==> src/sv/cvd_pkg.sv <==
// cvd_pkg: shared types and constants of the count vector downscaler
// no dependencies
package cvd_pkg;

  localparam int unsigned LANES = 6;
  localparam int unsigned NUC   = 4;

  // ranking and threshold flags carried alongside the divider lanes
  typedef struct packed {
    logic       scaled;
    logic [1:0] ord0;
    logic [1:0] ord1;
    logic [1:0] ord2;
    logic       gt34;
    logic       gt12;
    logic       gt56a;
    logic       gt56b;
  } ctl_t;

endpackage

==> src/sv/cvd_div_stage.sv <==
// cvd_div_stage: one restoring division step for all six lanes
// depends on cvd_pkg
module cvd_div_stage #(
  parameter int unsigned W = 32
) (
  input  logic           clk_i,
  input  logic           rst_ni,
  input  logic           v_i,
  input  logic [W+1:0]   rem_i [cvd_pkg::LANES],
  input  logic [W-1:0]   lo_i  [cvd_pkg::LANES],
  input  logic [W+1:0]   sum_i,
  input  logic [W-1:0]   lim_i,
  input  logic [W-1:0]   raw_i [cvd_pkg::LANES],
  input  cvd_pkg::ctl_t  ctl_i,
  output logic           v_o,
  output logic [W+1:0]   rem_o [cvd_pkg::LANES],
  output logic [W-1:0]   lo_o  [cvd_pkg::LANES],
  output logic [W+1:0]   sum_o,
  output logic [W-1:0]   lim_o,
  output logic [W-1:0]   raw_o [cvd_pkg::LANES],
  output cvd_pkg::ctl_t  ctl_o
);

  logic          v_q;
  logic [W+1:0]  rem_d [cvd_pkg::LANES];
  logic [W-1:0]  lo_d  [cvd_pkg::LANES];
  logic [W+1:0]  rem_q [cvd_pkg::LANES];
  logic [W-1:0]  lo_q  [cvd_pkg::LANES];
  logic [W+1:0]  sum_q;
  logic [W-1:0]  lim_q;
  logic [W-1:0]  raw_q [cvd_pkg::LANES];
  cvd_pkg::ctl_t ctl_q;

  always_comb begin
    logic [W+2:0] t;
    logic         ge;
    for (int i = 0; i < cvd_pkg::LANES; i++) begin
      t        = {rem_i[i], lo_i[i][W-1]};
      ge       = t >= {1'b0, sum_i};
      rem_d[i] = ge ? (W+2)'(t - {1'b0, sum_i}) : t[W+1:0];
      lo_d[i]  = {lo_i[i][W-2:0], ge};
    end
  end

  always_ff @(posedge clk_i or negedge rst_ni) begin
    if (!rst_ni) begin
      v_q <= 1'b0;
    end else begin
      v_q <= v_i;
    end
  end

  always_ff @(posedge clk_i) begin
    rem_q <= rem_d;
    lo_q  <= lo_d;
    sum_q <= sum_i;
    lim_q <= lim_i;
    raw_q <= raw_i;
    ctl_q <= ctl_i;
  end

  assign v_o   = v_q;
  assign rem_o = rem_q;
  assign lo_o  = lo_q;
  assign sum_o = sum_q;
  assign lim_o = lim_q;
  assign raw_o = raw_q;
  assign ctl_o = ctl_q;

endmodule

==> config.mk <==
export PLATFORM = sky130hd
export DESIGN_NAME = cvd_div_stage
export DESIGN_NICKNAME = d
export VERILOG_FILES = /design/src/sv/cvd_pkg.sv /design/src/sv/cvd_div_stage.sv
export SDC_FILE = /design/constraint.sdc
export NUM_CORES = 1
export LEC_CHECK = 0
export ABC_AREA = 1
export BUFFER_PORTS_ARGS = -buffer_cell sky130_fd_sc_hd__buf_2
export CAP_MARGIN = 40
export CORE_AREA = 4 4 524 526
export CTS_CLUSTER_SIZE = 16
export DETAILED_ROUTE_END_ITERATION = 7
export DIE_AREA = 0 0 528 530
export PLACE_DENSITY_LB_ADDON = 0.25
export SETUP_SLACK_MARGIN = 0.05
export SLEW_MARGIN = 0
export SYNTH_ARGS = -nofsm -noshare
export SYNTH_HDL_FRONTEND = slang
export SYNTH_SLANG_ARGS = --single-unit
==> constraint.sdc <==
create_clock -name clk_i -period 0.8 [get_ports clk_i]
set_clock_uncertainty 0.15 [all_clocks]
set_input_delay 0.08 -clock clk_i [delete_from_list [all_inputs] [get_ports clk_i]]
set_output_delay 0.08 -clock clk_i [all_outputs]
set_load 0.005 [all_outputs]
**Yosys cells after proc, flatten, opt, wreduce, memory -nomap -nowiden**

Cells that the tools add are included.

- Output and inout bits: 666
- Register bits after elaboration: 666

- Add/subtract/negate cells: 6
- Magnitude comparators: 6
- Muxes and demuxes: 6

Operators by type and width:

| operator | number |
|---|---|
| $ge A35 B34 Y1 | 6 |
| $mux W34 | 6 |
| $sub A34 B34 Y34 | 6 |

**Longest topological paths before layout**

Gate-level depths: netlist of the first run.

- Depth after elaboration: 2
- Depth in mapped cells: 17
- Mapped depth without buffers: 15

**Worst setup path after synthesis of the first run**

OpenSTA, ideal clock, no wires.

- Path kind: input-to-reg
- Start: input port sum_i[1]
- End: register rem_q (netlist bit rem_o[25])
- Path slack: -1.250 ns
- Cell stages on the path: 15
- Required time: 0.537 ns
- Buffers on the path: 1
- Arrival: 1.787 ns
- Cells stage by stage: inv_1 -> ha_1 -> nand2_1 -> nor2_1 -> nor2_2 -> inv_1 -> nand2_1 -> nand3_2 -> nand2_1 -> nand2_1 -> nand2_1 -> nand2_4 -> buf_4 -> nand3_1 -> nand2_1

RTL lines:

| element | RTL line | source |
|---|---|---|
| from (decl) | cvd_div_stage.sv:11 | `input logic [W+1:0] sum_i,` |
| to (signal assigned) | cvd_div_stage.sv:54 | `rem_q <= rem_d;` |
| to (decl) | cvd_div_stage.sv:27 | `logic [W+1:0] rem_q [cvd_pkg::LANES];` |

==> summary.md, run 1 <==
| Metric | Value |
|---|---|
| Status | `complete, but fails checks` |
| Failing checks | `hold timing, setup timing` |
| Full die area | `280000 µm²` |
| Fmax | `582 MHz` |
| Clock transition at path regs | `0.06 ns` |
| Vias in the first global route | `43058` |
| Synth unique cells | `33` |
| Avg Cell Area, Syn | `7.13 µm²` |
| Worst Hold End | `sum_o[14]` |
| H-tree depth | `3` |
| Detailed Route WL | `249000 µm` |
| Worst Path Required | `1.36 ns` |
| Max Fanout on Critical Path | `7` |
| XOR/XNOR Fraction of Synth Area | `0.0305` |
| Grt total ovfl | `0` |
| Sequential cell area fraction in the yosys report | `0.430` |
| Synthesized instance count | `4351` |
| Die Wd | `528 µm` |
| CP bufs+invs | `9` |
| CTS tree | `done` |
| Setup crit end kind | `register` |
| CTS Root Cell | `clkbuf_16` |
| Synth Area in Compound Gates | `0.0417` |
| Routability cong. | `0.911` |
| Aggregate global-route resource usage | `0.169` |
| Hold Startpoint | `sum_i[14]` |
| Tightest Pin Transition | `0.434 ns` |
| Synth Area in Simple Gates | `0.321` |
| Tcrit/Tclk final | `2.15` |
| Crit path kind | `in2reg` |
| Pwr dens | `1750 nW/µm²` |
| Setup TNS Final | `-619.83 ns` |
| Largest family of logic cells by synthesized area | `simple AND/OR/NAND/NOR gates` |
| Layout fillers | `29304` |
| Hold violation count in the final report | `253` |
| Hold depth | `1` |
| Top delay family on crit path | `buffers and inverters` |
| PortBufs | `1333` |
| DRC viols | `0` |
| Syn Std Cell Area | `31000 µm²` |
| RSZ-0062 raised after global routing | `true` |
| # rows | `191` |
| Static leakage | `35.1 nW` |
| Initial core utilization | `0.115` |
| Number of CTS-inserted buffers | `92` |
| Clock buffer depth | `4` |
| Layout cell share with drive strength beyond 1 | `0.456` |
| MaxCap Viol Count | `0` |
| Net count after synthesis | `5229` |
| Final count of pins violating max slew | `0` |
| ANT nets after route | `0` |
| Yosys Warn Count | `0` |
| Crit path cell chain | `buf_8, clkinvlp_4, buf_6, buf_6, buf_6, ha_4, nand2_4, inv_2, a21oi_2, nand2_1, a21oi_4, nand2_4, nand2_4, nand2_8, buf_12, buf_6, buf_6, nand2_2, nand2_1` |
| Area growth syn-to-layout | `127%` |
| Height of the die | `530 µm` |
| Clock sink count | `666` |
| Via count | `41690` |
| Final HPWL DP | `203000 µm` |
| Final hold slack | `-0.737 ns` |
| Post-synthesis adder-cell area fraction | `0.0861` |
| 1st-iter DRT viols | `2197` |
| CP arrival | `2.27 ns` |
| First-pass GRT wire length | `333000 µm` |
| Worst hold path type | `in2reg` |
| I/O pin count | `1334` |
| CP peak stage delay | `0.24 ns` |
| Pin count of the biggest net entering global routing | `26` |
| Initial antenna violation count | `67` |
| Yosys reg bits | `666` |
| DR WL/cell | `21.6 µm` |
| Nets | `8730` |
| Tot Pwr | `124 mW` |
| Max-slew headroom | `0.710` |
| Core footprint | `270000 µm²` |
| Most common cell after layout, fill and taps aside | `nand2_1` |
| Commonest cells after routing, fill and taps aside | `1430 x nand2_1, 1233 x buf_2, 1034 x buf_4` |
| Vias per cell | `3.61` |
| Startpoint class of the critical path | `input pin` |
| Post-synthesis mux area share | `0` |
| Max IR drop VDD | `1.49 mV` |
| Fin crit period | `1.72 ns` |
| Crit path max-delay cell type | `ha_4` |
| Drt pass-1 iters | `5` |
| Pre-CTS WS | `-2.03 ns` |
| Setup-failing EPs final | `953` |
| Most frequent CP cell | `buf_6` |
| Setup ws final | `-0.917 ns` |
[metrics by stage]
stage | cell area [µm²] | instances | utilization
6_report | 70500 | 11539 | 0.261
5_1_grt | 70500 | 11522 | 0.261
3_3_place_gp | 51200 | 10277 | 0.190
4_1_cts | 68700 | 11485 | 0.255
3_5_place_dp | 51200 | 10277 | 0.190
2_1_floorplan | 31000 | 4351 | -
[sequential cells by signal, indices dropped and copies added (netlist names)]
register / flops
sum_o: 34
v_o: 1
raw_o: 192
rem_o: 204
lim_o: 32
ctl_o: 11
lo_o: 192
[logic make-up after synthesis]
logic type,after synthesis
fa+ha+maj,210
simple gates,2440
xor+xnor,108
compound gates,251
flops,666
buf+inv,676
[repair_timing]
item	in CTS	in global routing
endpoints found under the setup margin	876	964
cloned	18	0
hold buffers	899	37
resized for setup	931	355
pin swaps	183	96
hold endpoints to repair	666	270
setup buffers	137	19
[worst max-delay path by stage]
| stage | startpoint | to | slack, ns | cells after the start |
|---|---|---|---|---|
| final | sum_i[25] | rem_o[188] | -0.92 | 19 |
| after global placement | sum_i[2] | rem_o[65] | -2.05 | 15 |
| after detailed placement | sum_i[32] | rem_o[34] | -2.03 | 15 |
| after CTS | raw_o[90] | raw_o[90] | -1.02 | 2 |
| after floorplan | sum_i[1] | rem_o[25] | -1.18 | 15 |
| after global routing | rem_i[31] | rem_o[0] | -0.97 | 14 |
[power by group]
group	leakage, nW	total [mW]	switching, mW	internal, mW
Clock	1.52	43.4	17.8	25.6
Combinational	28.0	41.7	20.8	20.9
Sequential	5.64	38.7	2.02	36.6
Total	35.1	124	40.6	83.1
[metal layers]
layer  vias up  routed length [µm]  global-route usage
met5         -                 118                   0
met4        18               14500              0.0873
met3       385               13900              0.0326
met2      1343              120000               0.292
met1     19467              101000               0.198
li1      20477                   -                   -
[layout make-up]
cell class | count | area, µm² | area share
sequential | 666 | 13500 | 0.192
clock buffer | 117 | 2540 | 0.0360
tap | 3570 | 4470 | 0.0633
antenna | 49 | 123 | 0.00174
multi-input combinational | 3010 | 19200 | 0.272
timing repair buffer | 3436 | 27500 | 0.390
inverter | 639 | 2500 | 0.0355
timing repair inverter | 7 | 104 | 0.00147
clock inverter | 45 | 594 | 0.00842
[synth_stat cells (all sizes together)]
library cell	number	area, µm²
fa	6	120
nor3	36	180
nand4	20	125
buf	37	390
ha	204	2550
nand3	213	1100
dfxtp	665	13300
or2	3	18.8
o21bai	14	105
o21ai	71	355
nand2	1775	6830
nor4	2	25.0
nand3b	40	300
xnor2	13	114
nor3b	2	15.0
inv	639	2420
xor2	95	832
and3	6	37.5
a21oi	166	835
dfrtp	1	25.0
nor2	343	1340
Power figures use the tool's default switching activity.
==> run 2, diff against run 1 <==
--- a/config.mk
+++ b/config.mk
@@ -12,6 +12,7 @@
 export CTS_CLUSTER_SIZE = 16
 export DETAILED_ROUTE_END_ITERATION = 7
 export DIE_AREA = 0 0 528 530
+export HOLD_SLACK_MARGIN = 0.03
 export PLACE_DENSITY_LB_ADDON = 0.25
 export SETUP_SLACK_MARGIN = 0.05
 export SLEW_MARGIN = 0
==> run 2 against run 1 <==
  * The flow still finishes with violations (hold timing, setup timing)
  * Global-route usage is essentially flat
  * Wire length grew 1.3%
  * Critical endpoint is now rem_o[147]
  * Highest routed layer unchanged
  * Count of clock-buffer cells in the layout is the same
  * Setup slack lost 0.014 ns
==> summary.md, run 2 (synthesized netlist as in run 1, its figures left out) <==
| Metric | Value |
|---|---|
| Initial antenna violation count | `69` |
| Crit path max-delay cell type | `dlygate4sd3_1` |
| Via count | `42243` |
| Final HPWL DP | `203000 µm` |
| Setup-failing EPs final | `956` |
| Routability cong. | `0.911` |
| Core footprint | `270000 µm²` |
| Die Wd | `528 µm` |
| Max Fanout on Critical Path | `6` |
| MaxCap Viol Count | `0` |
| Worst Path Required | `1.30 ns` |
| Commonest cells after routing, fill and taps aside | `1195 x buf_2, 1169 x nand2_1, 1059 x buf_4` |
| Static leakage | `36.6 nW` |
| Most frequent CP cell | `nand2_2` |
| Number of CTS-inserted buffers | `92` |
| Vias per cell | `3.65` |
| Drt pass-1 iters | `5` |
| Tightest Pin Transition | `0.409 ns` |
| Setup ws final | `-0.931 ns` |
| Max FFs per register | `204` |
| Hold violation count in the final report | `261` |
| # rows | `191` |
| Fin crit period | `1.73 ns` |
| Startpoint class of the critical path | `input pin` |
| Vias in the first global route | `42973` |
| Crit path kind | `in2reg` |
| Layout cell share with drive strength beyond 1 | `0.515` |
| PortBufs | `1333` |
| DRC viols | `0` |
| Clock buffer depth | `4` |
| Worst hold path type | `in2reg` |
| Sequential cell area | `13600 µm²` |
| CP bufs+invs | `5` |
| Detailed Route WL | `252000 µm` |
| M1 wire length | `102000 µm` |
| Placed cell areas | `51200 µm²` |
| Final count of pins violating max slew | `0` |
| DR top layer | `met5` |
| First-pass GRT wire length | `332000 µm` |
| Setup crit start | `rem_i[168]` |
| Height of the die | `530 µm` |
| Detail Route met3 WL | `13300 µm` |
| Final hold slack | `-0.736 ns` |
| CP peak stage delay | `0.61 ns` |
| Pre-CTS WS | `-2.03 ns` |
| Nets | `8770` |
| RSZ-0062 raised after global routing | `true` |
| CTS Root Cell | `clkbuf_16` |
| H-tree depth | `3` |
| 1st-iter DRT viols | `2160` |
| Top delay family on crit path | `buffers and inverters` |
| Hold Startpoint | `sum_i[6]` |
| Routed length on met2 | `122000 µm` |
| CTS tree | `done` |
| Failing checks | `hold timing, setup timing` |
| Setup crit end kind | `register` |
| Footprint of the multi-input gates | `21500 µm²` |
| Fin area | `73800 µm²` |
| Clock transition at path regs | `0.05 ns` |
| Status | `complete, but fails checks` |
| Aggregate global-route resource usage | `0.169` |
| DR WL/cell | `21.8 µm` |
| Setup TNS Final | `-613.42 ns` |
| I/O pin count | `1334` |
| Most common cell after layout, fill and taps aside | `buf_2` |
| Max IR drop VDD | `1.53 mV` |
| Crit path cell chain | `buf_2, dlygate4sd3_1, ha_4, inv_1, nor3_4, nor3b_4, a21oi_4, nand2_8, clkinv_8, buf_12, nand2_2, nand2_2` |
| Area growth syn-to-layout | `138%` |
| Initial core utilization | `0.115` |
| Pin count of the biggest net entering global routing | `26` |
| Layout fillers | `28993` |
| Pwr dens | `1720 nW/µm²` |
| Clock sink count | `666` |
| Tcrit/Tclk final | `2.16` |
| CP arrival | `2.23 ns` |
| Grt total ovfl | `0` |
| ANT nets after route | `0` |
| Max-slew headroom | `0.726` |
| Fmax | `578 MHz` |
| Full die area | `280000 µm²` |
-- run 2: changes by cell type in the layout (fill, tap and decap cells not counted), moves of 23 or more --
cell,previous run,this run
nand2_1,1430,1169
nand2_4,58,191
nand2_2,283,408
buf_2,1233,1195
buf_6,112,150
dfxtp_1,595,559
nor2_4,49,81
buf_4,1034,1059
ha_1,57,32
nand3_1,153,128
nor2_1,224,200
a21oi_1,118,95
-- run 2: final cells by class --
class	instances	area share
repair buffers	3475	0.384
multi-input cells	3010	0.291
flip-flops and latches	666	0.184
well taps	3570	0.0605
inverters	639	0.0351
clock buffers	117	0.0344
clock inverters	45	0.00805
repair inverters	8	0.00164
diodes	43	0.00146
-- run 2: what timing repair did --
| item | CTS | global route |
|---|---|---|
| setup endpoints to repair | 876 | 956 |
| cloned | 18 | 10 |
| resized for setup | 931 | 1161 |
| hold buffers | 892 | 27 |
| hold endpoints to repair | 666 | 278 |
| setup buffers | 137 | 85 |
| pin swaps | 183 | 312 |
-- run 2: path summary, 6_finish.rpt --
| path | endpoint | cells past startpoint | slack, ns |
|---|---|---|---|
| worst max-delay path | rem_o[147] | 12 | -0.93 |
| worst min-delay path | sum_o[6] | 1 | -0.74 |
| max in group asynchronous | v_o | 3 | 0.38 |
| min in group asynchronous | v_o | 3 | 0.02 |
-- run 2: report_power, final --
part,switching [mW],internal (mW),total (mW)
Clock,17.8,25.6,43.4
Sequential,2.06,36.7,38.7
Combinational,22.4,22.5,44.8
-- run 2: metrics by stage --
stage	total power [mW]	util	std cells
after floorplan	49.5	-	4351
after global placement	71.5	0.190	10277
after detailed placement	71.2	0.190	10277
after CTS	124	0.254	11478
after global routing	133	0.273	11560
final	127	0.273	11573
-- run 2: per-layer routing --
metal  GRT usage  vias up
li1            -    20566
met1       0.198    19887
met2       0.292     1379
met3      0.0323      391
met4      0.0851       20
met5           0        -
==> run 3, diff against run 2 <==
--- a/config.mk
+++ b/config.mk
@@ -6,7 +6,7 @@
 export NUM_CORES = 1
 export LEC_CHECK = 0
 export ABC_AREA = 1
-export BUFFER_PORTS_ARGS = -buffer_cell sky130_fd_sc_hd__buf_2
+export BUFFER_PORTS_ARGS = -buffer_cell sky130_fd_sc_hd__clkbuf_2
 export CAP_MARGIN = 40
 export CORE_AREA = 4 4 524 526
 export CTS_CLUSTER_SIZE = 16
==> run 3 against run 2 <==
  * The run still ends with hold timing, setup timing left
  * Design area shrank 4.4%
  * Sequential power about the same
  * Sequential share of layout area grew 0.72 points
  * Setup slack worse by 0.048 ns
  * Hold slack got worse by 0.014 ns
  * Highest routed layer unchanged
==> summary.md, run 3 (synthesized netlist as in run 1, its figures left out) <==
| Metric | Value |
|---|---|
| CP peak stage delay | `0.30 ns` |
| Detailed Route WL | `247000 µm` |
| MaxCap Viol Count | `0` |
| Setup crit start | `sum_i[18]` |
| Initial antenna violation count | `65` |
| 1st-iter DRT viols | `2077` |
| Static leakage | `35.6 nW` |
| Failing checks | `hold timing, setup timing` |
| Tot Pwr | `123 mW` |
| DRC viols | `0` |
| DR WL/cell | `21.5 µm` |
| H-tree depth | `3` |
| Height of the die | `530 µm` |
| Vias in the first global route | `42982` |
| Layout fillers | `29291` |
| Clock transition at path regs | `0.06 ns` |
| Setup ws final | `-0.979 ns` |
| I/O pin count | `1334` |
| Clock buffer depth | `4` |
| Setup-failing EPs final | `934` |
| First-pass GRT wire length | `330000 µm` |
| Commonest cells after routing, fill and taps aside | `1390 x nand2_1, 1256 x clkbuf_2, 1010 x buf_4` |
| Max-slew headroom | `0.699` |
| Status | `complete, but fails checks` |
| Max IR drop VDD | `1.54 mV` |
| Most common cell after layout, fill and taps aside | `nand2_1` |
| CP bufs+invs | `8` |
| Drt pass-1 iters | `5` |
| Placed cells | `10250` |
| Number of CTS-inserted buffers | `91` |
| Worst hold path type | `in2reg` |
| Hold Startpoint | `sum_i[32]` |
| Hold violation count in the final report | `240` |
| Top delay family on crit path | `buffers and inverters` |
| Pwr dens | `1740 nW/µm²` |
| Max FFs per register | `204` |
| Worst Path Required | `1.31 ns` |
| Final count of pins violating max slew | `0` |
| Die Wd | `528 µm` |
| Placed cell areas | `50800 µm²` |
| Stages on the worst setup path | `19` |
| Vias per cell | `3.62` |
| Final hold slack | `-0.750 ns` |
| Area growth syn-to-layout | `128%` |
| Pre-CTS WS | `-2.20 ns` |
| Fmax | `562 MHz` |
| Aggregate global-route resource usage | `0.167` |
| Pin count of the biggest net entering global routing | `17` |
| Initial core utilization | `0.115` |
| Final HPWL DP | `200000 µm` |
| Full die area | `280000 µm²` |
| Startpoint class of the critical path | `input pin` |
| Final Util | `0.262` |
| Max Fanout on Critical Path | `8` |
| Crit path cell chain | `buf_8, clkinvlp_4, buf_12, buf_12, ha_4, nand2_4, buf_6, nor2_4, nand2_4, nor2_4, nand2_4, nand2_4, nand2_4, nand2_8, buf_12, clkinv_8, buf_6, nand2_2, nand2_1` |
| Setup crit end | `rem_o[182]` |
| Setup TNS Final | `-632.29 ns` |
| CTS tree | `done` |
| Grt total ovfl | `0` |
| Fin area | `70600 µm²` |
| Tcrit/Tclk final | `2.22` |
| Nets | `8735` |
| PortBufs | `1333` |
| Fin cells | `11520` |
| Fin crit period | `1.78 ns` |
| CTS Root Cell | `clkbuf_16` |
| Clock sink count | `666` |
| Routability cong. | `0.921` |
| RSZ-0062 raised after global routing | `true` |
| # rows | `191` |
| CP arrival | `2.29 ns` |
| Crit path kind | `in2reg` |
| Tightest Pin Transition | `0.447 ns` |
| Layout cell share with drive strength beyond 1 | `0.460` |
| Most frequent CP cell | `nand2_4` |
| Via count | `41688` |
| Setup crit end kind | `register` |
| Core footprint | `270000 µm²` |
| ANT nets after route | `0` |
| Crit path max-delay cell type | `ha_4` |
==> run 3: cell count changes in the layout (fill, tap and decap cells not counted), moves of 28 or more <==
| cell | before | now |
|---|---|---|
| ha_1 | 32 | 68 |
| buf_4 | 1059 | 1010 |
| clkbuf_2 | 0 | 1256 |
| buf_2 | 1195 | 1 |
| ha_4 | 164 | 127 |
| nand2_1 | 1169 | 1390 |
| nand2_2 | 408 | 297 |
| nor2_4 | 81 | 53 |
| dlygate4sd3_1 | 867 | 901 |
| buf_6 | 150 | 65 |
| nand2_4 | 191 | 84 |
==> run 3: timing repair <==
item                       in CTS  in global routing
setup endpoints to repair     876                932
hold endpoints to repair      664                265
pin swaps                     141                154
hold buffers                  887                 22
cloned                         27                  3
buffers inserted              110                 57
gates resized for setup       843                532
==> run 3: area by class of cell <==
class                      instances  area, µm²  area share
multi-input combinational       3009      19200       0.272
antenna                           29       72.6     0.00103
clock inverter                    39        483     0.00684
timing repair buffer            3441      27700       0.392
inverter                         639       2530      0.0358
tap                             3570       4470      0.0632
timing repair inverter             9        131     0.00186
clock buffer                     118       2510      0.0355
sequential                       666      13500       0.192
==> run 3: power by group <==
| group | switching (mW) | internal (mW) | leakage (nW) | total, mW |
|---|---|---|---|---|
| clock network | 17.7 | 24.5 | 1.45 | 42.2 |
| logic | 21.1 | 21.0 | 28.5 | 42.1 |
| registers | 1.93 | 36.6 | 5.64 | 38.5 |
| total | 40.8 | 82.1 | 35.6 | 123 |
==> run 3: layer usage <==
metal | part of all wire | track usage | vias up
met4 | 0.066 | 0.0884 | 14
li1 | - | - | 20456
met2 | 0.48 | 0.290 | 1353
met3 | 0.051 | 0.0292 | 398
met5 | 0.00039 | 0 | -
met1 | 0.40 | 0.196 | 19467
==> run 3: worst min-delay path by stage <==
stage                     end  slack (ns)  cells past startpoint
finish              sum_o[32]       -0.75                      1
detailed placement        v_o       -0.29                      1
floorplan                 v_o       -0.37                      0
global placement          v_o       -0.30                      1
global route        sum_o[32]       -0.81                      1
CTS                 sum_o[13]       -0.83                      1
