[config.mk]
export PLATFORM = sky130hd
export DESIGN_NAME = cvd_finish
export DESIGN_NICKNAME = d
export VERILOG_FILES = /design/src/sv/cvd_pkg.sv /design/src/sv/cvd_finish.sv
export SDC_FILE = /design/constraint.sdc
export NUM_CORES = 1
export LEC_CHECK = 0
export BUFFER_PORTS_ARGS = -buffer_cell sky130_fd_sc_hd__buf_4
export CORE_AREA = 4 4 250 252
export DETAILED_ROUTE_END_ITERATION = 7
export DIE_AREA = 0 0 254 256
export PLACE_DENSITY = 0.59
export SLEW_MARGIN = 5
export SYNTH_ARGS = -nofsm -noshare
export SYNTH_HDL_FRONTEND = slang
export SYNTH_SLANG_ARGS = --single-unit
[constraint.sdc]
create_clock -name clk_i -period 3.5 [get_ports clk_i]
set_input_delay 0 -clock clk_i [delete_from_list [all_inputs] [get_ports clk_i]]
set_output_delay 0 -clock clk_i [all_outputs]
set_load 0.05 [all_outputs]
[src/sv/cvd_pkg.sv]
// cvd_pkg: shared types and constants of the count vector downscaler
// no dependencies
package cvd_pkg;

  localparam int unsigned LANES = 6;
  localparam int unsigned NUC   = 4;

  // ranking and threshold flags carried alongside the divider lanes
  typedef struct packed {
    logic       scaled;
    logic [1:0] ord0;
    logic [1:0] ord1;
    logic [1:0] ord2;
    logic       gt34;
    logic       gt12;
    logic       gt56a;
    logic       gt56b;
  } ctl_t;

endpackage

[src/sv/cvd_finish.sv]
// cvd_finish: leftover units by rank and output register (two stages)
// depends on cvd_pkg
module cvd_finish #(
  parameter int unsigned W = 32
) (
  input  logic           clk_i,
  input  logic           rst_ni,
  input  logic           v_i,
  input  logic [W-1:0]   q_i   [cvd_pkg::LANES],
  input  logic [W-1:0]   lim_i,
  input  logic [W-1:0]   raw_i [cvd_pkg::LANES],
  input  cvd_pkg::ctl_t  ctl_i,
  output logic           v_o,
  output logic [W-1:0]   out_o [cvd_pkg::LANES],
  output logic           scaled_o,
  output logic [W-1:0]   lim_o
);

  logic          v1_q, v2_q;
  logic [W-1:0]  q1_q   [cvd_pkg::LANES];
  logic [W-1:0]  raw1_q [cvd_pkg::LANES];
  cvd_pkg::ctl_t ctl1_q;
  logic [W-1:0]  lim1_q, lim2_q;
  logic [1:0]    left_d, left1_q;
  logic [W+1:0]  newsum;
  logic [1:0]    inc [cvd_pkg::NUC];
  logic [W-1:0]  out_d [cvd_pkg::LANES];
  logic [W-1:0]  out2_q [cvd_pkg::LANES];
  logic          scaled2_q;

  assign newsum = {2'b00, q_i[0]} + {2'b00, q_i[1]} + {2'b00, q_i[2]} + {2'b00, q_i[3]};
  assign left_d = 2'({2'b00, lim_i} - newsum);

  always_comb begin
    for (int i = 0; i < cvd_pkg::NUC; i++) inc[i] = 2'd0;
    unique case (left1_q)
      2'd1: begin
        inc[ctl1_q.ord0] = 2'd1;
      end
      2'd2: begin
        if (ctl1_q.gt34) begin
          inc[ctl1_q.ord0] = 2'd2;
        end else begin
          inc[ctl1_q.ord0] = 2'd1;
          inc[ctl1_q.ord1] = 2'd1;
        end
      end
      2'd3: begin
        inc[ctl1_q.ord0] = 2'd1;
        if (ctl1_q.gt12) inc[ctl1_q.ord0] = inc[ctl1_q.ord0] + 2'd1;
        else inc[ctl1_q.ord1] = inc[ctl1_q.ord1] + 2'd1;
        if (ctl1_q.gt56a) inc[ctl1_q.ord0] = inc[ctl1_q.ord0] + 2'd1;
        else if (ctl1_q.gt56b) inc[ctl1_q.ord1] = inc[ctl1_q.ord1] + 2'd1;
        else inc[ctl1_q.ord2] = inc[ctl1_q.ord2] + 2'd1;
      end
      default: begin
      end
    endcase
    for (int i = 0; i < cvd_pkg::LANES; i++) begin
      if (!ctl1_q.scaled) out_d[i] = raw1_q[i];
      else if (i < cvd_pkg::NUC) out_d[i] = q1_q[i] + W'(inc[i]);
      else out_d[i] = q1_q[i];
    end
  end

  always_ff @(posedge clk_i or negedge rst_ni) begin
    if (!rst_ni) begin
      v1_q <= 1'b0;
      v2_q <= 1'b0;
    end else begin
      v1_q <= v_i;
      v2_q <= v1_q;
    end
  end

  always_ff @(posedge clk_i) begin
    q1_q      <= q_i;
    raw1_q    <= raw_i;
    ctl1_q    <= ctl_i;
    lim1_q    <= lim_i;
    left1_q   <= left_d;
    out2_q    <= out_d;
    scaled2_q <= ctl1_q.scaled;
    lim2_q    <= lim1_q;
  end

  assign v_o      = v2_q;
  assign out_o    = out2_q;
  assign scaled_o = scaled2_q;
  assign lim_o    = lim2_q;

endmodule

# Word level (Yosys, flattened, before mapping)
# Cells that the tools add are included.
[classes]
add_sub_neg = 13
n_mul = 0
n_div = 0
order_cmp = 6
n_eq_ne = 3
n_shift = 0
mux = 38
bitwise = 4
reduce_logical = 3
[ops]
columns = ["operator", "count"]
rows = [
  ["$mux W32", 6],
  ["$add A32 B2 Y32", 4],
  ["$bwmux W8", 5],
  ["$mux W8", 5],
  ["$mux W2", 13],
  ["$pmux W8 S3", 1],
  ["$bmux W2 S2", 5],
  ["$demux W2 S2", 3],
  ["$add A2 B1 Y2 const B", 5],
  ["$ge A3 B3 Y1 const B", 3],
  ["$lt A3 B1 Y1 const B", 3],
  ["$not A2 Y3", 3],
  ["$add A2 B2 Y2", 3],
  ["$eq A2 B2 Y1 const B", 2],
  ["$or A4 B4 Y4", 1],
  ["$logic_and A1 B1 Y1", 3],
  ["$eq A2 B1 Y1 const B", 1],
  ["$sub A2 B2 Y2", 1],
]
[word_totals]
register_bits = 656
latchBits = 0
ramBits = 0
romBits = 0
inputBits = 430
n_memories = 0

# Depth between registers and ports, before layout
# Gate-level depths: netlist of run 1.
[depth]
depth_word = 22
depth_mapped = 15
ltp_nobuf = 13

# Least setup slack after synthesis of run 1
# OpenSTA, ideal clock, no wires.
[synth_timing]
kind = "register -> register"
from = "register ctl1_q[9] in the netlist's numbering"
to = "register out2_q, in the netlist out_o[124]"
setup_time_ns = 0.132
t_arrival_ns = 3.251
path_slack_ns = 0.116
path_stages_with_launch = 15
path_buffers = 2
path_cell_list = "dfxtp_1 > clkbuf_1 > nor2b_1 > a21oi_1 > a221o_1 > o21ai_0 > ha_1 > inv_1 > fa_1 > nand2b_1 > or3_1 > clkbuf_1 > nor4_1 > xnor2_1 > a21oi_1"
[synth_lines]
columns = ["item", "line", "source"]
rows = [
  ["from (decl)", "cvd_finish.sv:22", "cvd_pkg::ctl_t ctl1_q;"],
  ["from (signal assigned)", "cvd_finish.sv:79", "ctl1_q <= ctl_i;"],
  ["to (signal assigned)", "cvd_finish.sv:82", "out2_q <= out_d;"],
  ["to (decl)", "cvd_finish.sv:28", "logic [W-1:0] out2_q [cvd_pkg::LANES];"],
]

==> results of run 1 <==
[worst max path at each step]
stage / startpoint / end / slack, ps / cells past startpoint
2_1_floorplan: ctl1_q[9]$_DFF_P_ / out_o[124]$_DFF_P_ / 120 / 14
5_1_grt: ctl1_q[6]$_DFF_P_ / out_o[78]$_DFF_P_ / -7 / 15
3_3_place_gp: ctl1_q[7]$_DFF_P_ / out_o[120]$_DFF_P_ / 160 / 13
6_report: ctl1_q[9]$_DFF_P_ / out_o[112]$_DFF_P_ / 240 / 15
4_1_cts: ctl1_q[7]$_DFF_P_ / out_o[112]$_DFF_P_ / 150 / 14
3_5_place_dp: ctl1_q[7]$_DFF_P_ / out_o[112]$_DFF_P_ / 180 / 14
[power breakdown]
group / internal, mW / switching, mW / leakage, nW
sequential: 7.97 / 0.238 / 5.54
combinational: 1.24 / 1.51 / 6.91
clock: 4.37 / 3.06 / 1.13
[flip-flops by register name, indices dropped and copies added (netlist names)]
| register | cells |
|---|---|
| q1_q | 192 |
| out_o | 192 |
| ctl1_q | 11 |
| lim_o | 32 |
| lim1_q | 32 |
| scaled_o | 1 |
| v_o | 1 |
| v1_q | 1 |
| raw1_q | 192 |
| left1_q | 2 |
[layout by cell type, fill, tap and decap left out, drive strengths merged, types with 6 or more instances in the layout]
cell,n
xor2,57
dlygate4sd3,443
buf,693
nor2b,10
nor2,150
nor4,24
nand3,46
nand2b,8
mux2,73
nand4,28
ha,8
diode,13
and4,6
a21oi,126
nor3,19
clkinv,17
nand2,56
o21ai,18
or3,6
dfxtp,654
fa,7
clkbuf,93
bufinv,6
and3,17
xnor2,65
inv,33
[repair_timing]
action	in CTS	in global routing
gates resized for setup	0	19
setup endpoints to repair	0	33
hold endpoints to repair	432	0
buffers inserted	0	1
hold buffers	443	0
[stage by stage]
| stage | cells | cell area [sq um] | hold slack [ps] |
|---|---|---|---|
| global route | 3527 | 31500 | 7.98 |
| finish | 3529 | 31500 | 32.1 |
| floorplan | 1531 | 18700 | -296 |
| global placement | 2947 | 24600 | -215 |
| detailed placement | 2947 | 24600 | -215 |
| CTS | 3515 | 31400 | 0.0374 |
[cell type report]
cell class                      count  area [sq um]
Timing Repair Buffer             1136          9670
Fill cell                        4980         28600
Clock buffer                       93          1930
Multi-Input combinational cell    788          5240
Antenna cell                       13          32.5
Inverter                           29           109
Tap cell                          782           978
Clock inverter                     32           400
Sequential cell                   656         13100
[logic make-up after synthesis]
group                    synth area share [%]
flip-flops                               70.4
AND/OR/NAND/NOR                          10.7
AO/OA/AOI/OAI                            5.46
XOR/XNOR                                 5.73
buffers and inverters                    1.90
multiplexers                             4.51
adder cells (fa/ha/maj)                  1.29
[layer usage]
metal | routed length (um) | vias up
met5 | 43 | -
met4 | 2220 | 8
met3 | 4890 | 149
met2 | 33300 | 571
met1 | 24200 | 7356
li1 | - | 7469
==> out/qor.yml, run 1 <==
placed_design:
  io_buffer_count: 655
  place_ws_ps: 184
  dp_hpwl_um: 44500
  gp_congestion: 0.842
finish:
  areaGrowthSynthToFinish_pct: 68.8
  drive_gt1_share_pct: 33.3
  nets: 3126
  utilization_pct: 52.4
grt:
  antenna_found_initial: 18
  grt_usage_pct: 19.1
  grt_pass1_vias: 16829
  grt_max_degree: 73
  use_met2_pct: 34.6
  gr-total-overflow: 0
  grt_pass1_wl_um: 96400
  use_met1_pct: 20.7
  grtUsageMet3_pct: 6.02
  grt.busiest_layer: "met2"
hold_path:
  hold-path-cell-count: 2
  holdPathEnd: "q1_q[4]$_DFF_P_"
  hp-start: "q_i[4]"
  hold_path_class: "in -> reg"
cts:
  insertion_delay_ps: 600
  clk_pin_slew_ps: 60
  cts.sinks: 656
  cts_max_level: 3
  cts_made_buffers: 70
  cts_tree: "done"
  clockRootBuffer: "clkbuf_16"
  cts_buffer_depth: 3
floorplanning:
  die-area_sq_um: 65000
  fp.dieW_um: 254
  io_pins: 656
  start_util_pct: 31.0
  core_area_sq_um: 60100
  core.rowCount: 90
  die_h_um: 256
drt:
  drc_errors: 0
  wl_per_cell_um: 18.3
  avgViaCountPerCell: 4.41
  postRouteAntennaNets: 0
  drt-initial-drc-count: 820
  routed_wl_um: 64600
  vias: 15553
  first_pass_iters: 5
critical_path:
  reg2reg_slack_ps: 240
  r2r_end: "out_o[112]$_DFF_P_"
  reg2reg_from: "ctl1_q[9]$_DFF_P_"
  critPathSlowestCell: "or3_4"
  end_kind: "register"
  path_cells: "buf_4 > nand2b_1 > or4_1 > o21ai_0 > a221o_1 > o21ai_0 > ha_1 > inv_1 > fa_1 > nand2b_1 > or3_4 > buf_4 > nor3_1 > xnor2_1 > a21oi_1"
  crit_path_start_kind: "register"
  cp_max_fo: 10
  cp_num_buf_inv: 3
  r2r_cells: 15
  slowest_delay_ps: 440
  path_delay_family: "simple AND/OR/NAND/NOR gates"
  setup.worst_path.class: "reg -> reg"
  cp.arrival_ps: 3710
  critical_path_required_ps: 3950
synth:
  ys.flop_type: "dfxtp_1"
  synth_edf_count: 0
  synth_area_leaders: "dfxtp_1, mux2_2, a21oi_1"
  syn_avg_cell_area_sq_um: 12.2
  synth_largest_area_cell: "dfxtp_1"
  synthCells: 1531
  async_reset_ff_share_pct: 0.305
  yosysMostFrequentCell: "dfxtp_1"
  syn_area_sq_um: 18700
  netlist-cell-type-count: 62
  netlist.area_leader.share_pct: 70.2
  synth_seq_cells: 656
  synth_warnings: 0
  syn_nets: 1976
  seq_area_frac_synth_pct: 70.4
  synthTopCellsByCount: "dfxtp_1, nor2_1, a21oi_1, mux2_2, xnor2_1"
timing:
  max_clock_freq_mhz: 307
  min_period_over_period_pct: 93.2
  worst_slack_ps: 238
  fin_setup_tns_ps: 0
  finalHoldViolCount: 0
  max_slew_margin_pct: 37.7
  finClkSkew_ps: 29.9
  finalSetupViolCount: 0
  period_needed_ps: 3260
  worstMarginPinSlew_ps: 927
  slew_viol_final: 0
run:
  maxCapViolCount: 0
power:
  p_leak_nw: 13.6
  peakVddDrop_uv: 489
  cellPowerDensity_nw_per_um2: 583
  fin_total_pwr_mw: 18.4
run_status:
  outcome: "finished clean"
Note: power is estimated with default switching activity, not from simulation.
==> run 2: changes to the inputs <==
ABC_AREA = 0   (was default)
CORE_AREA = 4 4 251 253   (was 4 4 250 252)
DIE_AREA = 0 0 255 257   (was 0 0 254 256)
PLACE_DENSITY = default   (was 0.59)
==> out/qor.yml, run 2 (same netlist as run 1, synthesis figures left out) <==
cts:
  clk_pin_slew_ps: 60  # about the same
  cts_max_level: 3  # unchanged
  cts_buffer_depth: 3  # unchanged
  cts_made_buffers: 71  # +1.4%
  cts.sinks: 656  # unchanged
  cts_tree: "done"
  insertion_delay_ps: 620  # +20 ps
  clockRootBuffer: "clkbuf_16"
critical_path:
  critical_path_required_ps: 3950  # about the same
  crit_path_start_kind: "register"
  reg2reg_slack_ps: 210  # -30 ps
  reg2reg_from: "ctl1_q[7]$_DFF_P_"
  slowest_delay_ps: 420  # -20 ps
  path_cells: "buf_4 > nand2_1 > a21boi_0 > a221oi_1 > o31ai_1 > ha_1 > inv_1 > fa_1 > nand3b_1 > buf_4 > nor4_1 > xnor2_1 > a21oi_1"
  cp_max_fo: 10  # unchanged
  critPathSlowestCell: "fa_1"
  end_kind: "register"
  setup.worst_path.class: "reg -> reg"
  cp.arrival_ps: 3750  # +40 ps
  r2r_cells: 13  # -2
  crit_start: "ctl1_q[7]$_DFF_P_"
  r2r_end: "out_o[86]$_DFF_P_"
  crit_path_frequent_cell: "buf_4"
power:
  cellPowerDensity_nw_per_um2: 573  # -1.7%
  p_leak_nw: 14.2  # +4.5%
  peakVddDrop_uv: 568  # +16%
  fin_total_pwr_mw: 18.9  # +2.8%
placed_design:
  gp_congestion: 0.817  # -3.0%
  dp_hpwl_um: 43800  # -1.7%
  io_buffer_count: 655  # unchanged
floorplanning:
  die-area_sq_um: 65500  # +0.79%
  core_area_sq_um: 61000  # +1.5%
  die_h_um: 257  # +0.39%
  fp.dieW_um: 255  # +0.39%
  core.rowCount: 91  # +1.1%
  start_util_pct: 30.6  # -0.46 points
  io_pins: 656  # unchanged
timing:
  min_period_over_period_pct: 94.1  # +0.87 points
  rsz0062_at_grt: "false"
  period_needed_ps: 3290  # +30.4 ps
  max_clock_freq_mhz: 304  # -0.92%
  fin_setup_tns_ps: 0  # unchanged
  slew_viol_final: 0  # unchanged
  finClkSkew_ps: 36.7  # +6.79 ps
  worstMarginPinSlew_ps: 906  # -21.4 ps
  max_slew_margin_pct: 39.1  # +1.4 points
  finalHoldViolCount: 0  # unchanged
  hold_slack_ps: 37.2  # +5.08 ps
  finalSetupViolCount: 0  # unchanged
hold_path:
  hp-start: "raw_i[61]"
  hold_path_class: "in -> reg"
  holdPathEnd: "raw1_q[61]$_DFF_P_"
  hold-path-cell-count: 2  # unchanged
drt:
  drc_errors: 0  # unchanged
  first_pass_iters: 5  # unchanged
  drt-initial-drc-count: 722  # -12%
  wl_per_cell_um: 18.4  # +0.63%
  vias: 16010  # +2.9%
  avgViaCountPerCell: 4.36  # -1.0%
  postRouteAntennaNets: 0  # unchanged
  routed_wl_um: 67700  # +4.7%
finish:
  layout_commonest_cell: "buf_4"
  fill_cells: 4855  # -2.5%
  areaGrowthSynthToFinish_pct: 76.5
  drive_gt1_share_pct: 32.3  # -1.0 points
  nets: 3254  # +4.1%
  most-common-layout-cells: "buf_4, dfxtp_1, dlygate4sd3_1"
  utilization_pct: 54.0  # +1.6 points
run:
  maxCapViolCount: 0  # unchanged
grt:
  grt_pass1_wl_um: 100000  # +3.8%
  grt_usage_pct: 19.7  # +0.64 points
  gr-total-overflow: 0  # unchanged
  grt_pass1_vias: 17638  # +4.8%
  grt_max_degree: 88  # +21%
  antenna_found_initial: 19  # +1
run_status:
  outcome: "finished clean"
## run 2: worst max path at each step
| stage | endpoint | slack [ps] | cells after the start |
|---|---|---|---|
| floorplan | out_o[124]$_DFF_P_ | 120 | 14 |
| global placement | out_o[110]$_DFF_P_ | 110 | 14 |
| detailed placement | out_o[110]$_DFF_P_ | 20 | 14 |
| CTS | out_o[156]$_DFF_P_ | 20 | 13 |
| global route | out_o[86]$_DFF_P_ | 8 | 13 |
| finish | out_o[86]$_DFF_P_ | 210 | 13 |
## run 2: metrics by stage
step | std cells | worst slack [ps] | cell area, sq um
6_report | 3671 | 208 | 32900
3_3_place_gp | 2963 | 106 | 24700
3_5_place_dp | 2963 | 16.0 | 24700
4_1_cts | 3649 | 17.1 | 32800
5_1_grt | 3670 | 7.53 | 32900
2_1_floorplan | 1531 | 116 | 18700
## run 2: cell type report
type	instances	area (sq um)	share of cell area [%]
Clock inverter	34	460	1.40
Multi-Input combinational cell	788	5240	15.9
Inverter	29	109	0.330
Sequential cell	656	13100	39.9
Antenna cell	15	37.5	0.114
Clock buffer	96	2040	6.20
Tap cell	790	988	3.00
Timing Repair Buffer	1263	10900	33.1
## run 2: what timing repair did
item                       in CTS  in global routing
hold endpoints to repair      432                  6
resized for setup               1                 18
setup endpoints to repair       1                 49
buffers inserted                0                  1
hold buffers                  556                  6
## run 2: critical path, delay by kind of cell (launching register included)
family          cells  cell delay [ps]
simple gates        3              800
compound gates      4              640
fa+ha+maj           2              650
xor+xnor            1              180
flops               1              380
buf+inv             3              480
## run 2: where the power goes
| part | internal, mW | switching, mW |
|---|---|---|
| sequential | 7.97 | 0.243 |
| combinational | 1.33 | 1.54 |
| clock | 4.51 | 3.31 |
| total | 13.8 | 5.09 |
## run 2: layer usage
layer,GRT usage [%],share of wire (%),vias up
met1,21.6,38,7558
li1,-,-,7734
met4,7.26,3.6,6
met3,5.70,6.9,142
met5,0,0.041,-
met2,36.0,52,570
==> run 3: changes to the inputs <==
ABC_AREA = 1   (was 0)
CORE_AREA = 2 2 252 254   (was 4 4 251 253)
DIE_AREA = 0 0 254 256   (was 0 0 255 257)
==> out/qor.yml, run 3 <==
run_status:
  outcome: "finished clean"
power:
  p_leak_nw: 15.3  # +7.5%
  cellPowerDensity_nw_per_um2: 558  # -2.7%
  peakVddDrop_uv: 512  # -9.8%
synth:
  synthSimpleGateAreaFrac_pct: 19.9  # +9.2 points
  synth_seq_cells: 656  # unchanged
  synth_adder_area_share_pct: 1.24  # -0.051 points
  synth_edf_count: 0  # unchanged
  syn_area_sq_um: 19400  # +4.1%
  synth_largest_area_cell: "dfxtp_1"
  netlist-cell-type-count: 36  # -42%
  syn_avg_cell_area_sq_um: 9.84  # -19%
  syn_nets: 2420  # +22%
  synth_xor_area_share_pct: 4.46  # -1.3 points
  synthTopCellsByCount: "dfxtp_1, nand2_1, nor2_1, inv_1, o21ai_0"
  netlist.area_leader.share_pct: 67.4  # -2.8 points
  synthCells: 1975  # +29%
  synth_top_family_by_area: "simple AND/OR/NAND/NOR gates"
  ys.flop_type: "dfxtp_1"
  async_reset_ff_share_pct: 0.305  # unchanged
  seq_area_frac_synth_pct: 67.7  # -2.8 points
  synth_mux_area_share_pct: 0  # -4.5 points
  yosysMostFrequentCell: "dfxtp_1"
  synth_compound_area_share_pct: 3.64  # -1.8 points
  synth_area_leaders: "dfxtp_1, nand2_1, xnor2_1"
  synth_warnings: 0  # unchanged
critical_path:
  crit_path_start_kind: "register"
  critPathSlowestCell: "fa_1"
  reg2reg_from: "ctl1_q[8]$_DFF_P_"
  path_cells: "nand2_4 > clkinv_1 > nand2_2 > nand3_2 > inv_2 > nor2_1 > o21ai_1 > o21ai_1 > nand2_1 > nand3_1 > nand2_1 > ha_2 > inv_1 > fa_1 > inv_1 > nand2_1 > nor2_4 > nand4_4 > nor2_4 > nand2_2 > nor3_2 > xor2_1 > nand2_1 > nand2_1"
  crit_start: "ctl1_q[8]$_DFF_P_"
  cp_max_fo: 8  # -2
  cp.arrival_ps: 3790  # +40 ps
  crit_path_frequent_cell: "nand2_1"
  setup.worst_path.class: "reg -> reg"
  reg2reg_slack_ps: 250  # +50 ps
  critical_path_required_ps: 4040  # +90 ps
  end_kind: "register"
  r2r_end: "out_o[90]$_DFF_P_"
  slowest_delay_ps: 390  # -30 ps
  path_delay_family: "simple AND/OR/NAND/NOR gates"
  cp.depth: 24  # +11
  crit_end: "out_o[90]$_DFF_P_"
  cp_num_buf_inv: 4  # +1
  r2r_cells: 24  # +11
finish:
  drive_gt1_share_pct: 27.4  # -4.9 points
  layout_commonest_cell: "buf_4"
  areaGrowthSynthToFinish_pct: 71.3
  most-common-layout-cells: "buf_4, dfxtp_1, nand2_1"
  nets: 3655  # +12%
  multi_input_area_sq_um: 5840  # +11%
  final_cells: 4122  # +12%
  fill_cells: 5312  # +9.4%
  utilization_pct: 53.3  # -0.65 points
  seqCellArea_sq_um: 13200  # +0.11%
floorplanning:
  io_pins: 656  # unchanged
  fp.dieW_um: 254  # -0.39%
  die-area_sq_um: 65000  # -0.78%
  core.rowCount: 92  # +1.1%
  die_h_um: 256  # -0.39%
  start_util_pct: 31.1  # +0.56 points
  core_area_sq_um: 62400  # +2.2%
drt:
  wl_per_cell_um: 18.1  # -1.6%
  first_pass_iters: 7  # +2
  drt-initial-drc-count: 953  # +32%
  avgViaCountPerCell: 4.38  # +0.42%
  postRouteAntennaNets: 0  # unchanged
  routed_wl_um: 74800  # +10%
  vias: 18053  # +13%
  drc_errors: 0  # unchanged
timing:
  rsz0062_at_grt: "true"
  max_clock_freq_mhz: 308  # +1.4%
  min_period_over_period_pct: 92.8  # -1.3 points
  period_needed_ps: 3250  # -45.9 ps
  worstMarginPinSlew_ps: 968  # +62.3 ps
  finalSetupViolCount: 0  # unchanged
  finalHoldViolCount: 0  # unchanged
  max_slew_margin_pct: 35.4  # -3.7 points
  finClkSkew_ps: 18.6  # -18.1 ps
  slew_viol_final: 0  # unchanged
grt:
  gr-total-overflow: 0  # unchanged
  antenna_found_initial: 14  # -5
  grt_pass1_wl_um: 112000  # +12%
  grt_pass1_vias: 19351  # +9.7%
  grt_usage_pct: 22.5  # +2.8 points
  grt_max_degree: 169  # +92%
cts:
  clk_pin_slew_ps: 60  # about the same
  clockRootBuffer: "clkbuf_16"
  cts_made_buffers: 71  # unchanged
  cts_buffer_depth: 3  # unchanged
  cts_tree: "done"
  insertion_delay_ps: 610  # about the same
  cts.sinks: 656  # unchanged
  cts_max_level: 3  # unchanged
hold_path:
  hold_path_class: "in -> reg"
  hp-start: "raw_i[97]"
placed_design:
  gp_congestion: 0.885  # +8.3%
  dp_hpwl_um: 51400  # +17%
  placed_cells: 3445  # +16%
  io_buffer_count: 655  # unchanged
run:
  maxCapViolCount: 0  # unchanged
==> run 3: changes by cell type after synthesis, sizes merged, moves of 22 or more <==
cell / before / now
a21oi: 126 / 22
nand2: 56 / 628
nor2: 150 / 128
inv: 29 / 113
mux2: 73 / 0
nor3: 19 / 57
o21ai: 18 / 90
==> run 3: cell families (layout without fill, tap and decap cells) <==
family                   after synthesis  after routing
flip-flops                           656            656
other                                  0             13
XOR/XNOR                              99             99
AO/OA/AOI/OAI                        130            130
buffers and inverters                160           1448
adder cells (fa/ha/maj)               15             15
AND/OR/NAND/NOR                      915            915
==> run 3: per-layer routing <==
| layer | up-vias | GRT usage, % | share of wire [%] |
|---|---|---|---|
| met3 | 164 | 5.72 | 7.1 |
| li1 | 8710 | - | - |
| met1 | 8469 | 25.4 | 39 |
| met5 | - | 0 | 0.047 |
| met4 | 6 | 8.94 | 3.5 |
| met2 | 704 | 40.1 | 50 |
==> run 3: power breakdown <==
part	switching [mW]	internal (mW)	total, mW
Combinational	1.68	1.25	2.93
Sequential	0.256	7.97	8.22
Clock	3.20	4.22	7.42
Total	5.13	13.4	18.6
==> run 3: layout make-up <==
| type | instances | area share [%] |
|---|---|---|
| sequential | 656 | 39.6 |
| timing repair buffer | 1206 | 31.2 |
| multi-input combinational | 1159 | 17.6 |
| clock buffer | 98 | 6.13 |
| tap | 846 | 3.18 |
| inverter | 116 | 1.33 |
| clock inverter | 28 | 0.933 |
| antenna | 13 | 0.0978 |
==> run 3: worst min-delay path by stage <==
stage | endpoint | slack [ps] | depth (start not counted)
final | raw1_q[97]$_DFF_P_ | 40 | 2
after global routing | q1_q[73]$_DFF_P_ | 10 | 2
after floorplan | v1_q$_DFF_PN0_ | -300 | 0
after CTS | q1_q[47]$_DFF_P_ | 0.09 | 2
after global placement | v_o$_DFF_PN0_ | -220 | 1
after detailed placement | v_o$_DFF_PN0_ | -210 | 1
==> run 3: timing repair <==
item | 4_1_cts | 5_1_grt
hold buffers | 526 | 0
pin swaps | 0 | 14
resized for setup | 1 | 50
setup endpoints to repair | 1 | 55
hold endpoints to repair | 432 | 0
setup buffers | 0 | 12
==> run 3: stage by stage <==
stage                     total power, mW  setup WS [ps]  area [sq um]  setup TNS (ps)  hold WS, ps
after floorplan                      9.62            593         19400               0         -296
after global placement               10.7            108         25300               0         -219
after detailed placement             10.7           16.9         25300               0         -214
after CTS                            18.6           47.8         33000               0       0.0911
after global routing                 19.3          -65.3         33300            -174         13.2
final                                18.6            253         33300               0         40.7
==> run 3: worst reg2reg max path: stages (launching register included) <==
cell and delay, ps:
dfxtp_4 370, nand2_4 110, clkinv_1 120, nand2_2 100, nand3_2 90, inv_2 70
nor2_1 40, o21ai_1 120, o21ai_1 80, nand2_1 80, nand3_1 80, nand2_1 70
ha_2 180, inv_1 50, fa_1 390, inv_1 70, nand2_1 100, nor2_4 190
nand4_4 130, nor2_4 180, nand2_2 90, nor3_2 190, xor2_1 150, nand2_1 60
nand2_1 80
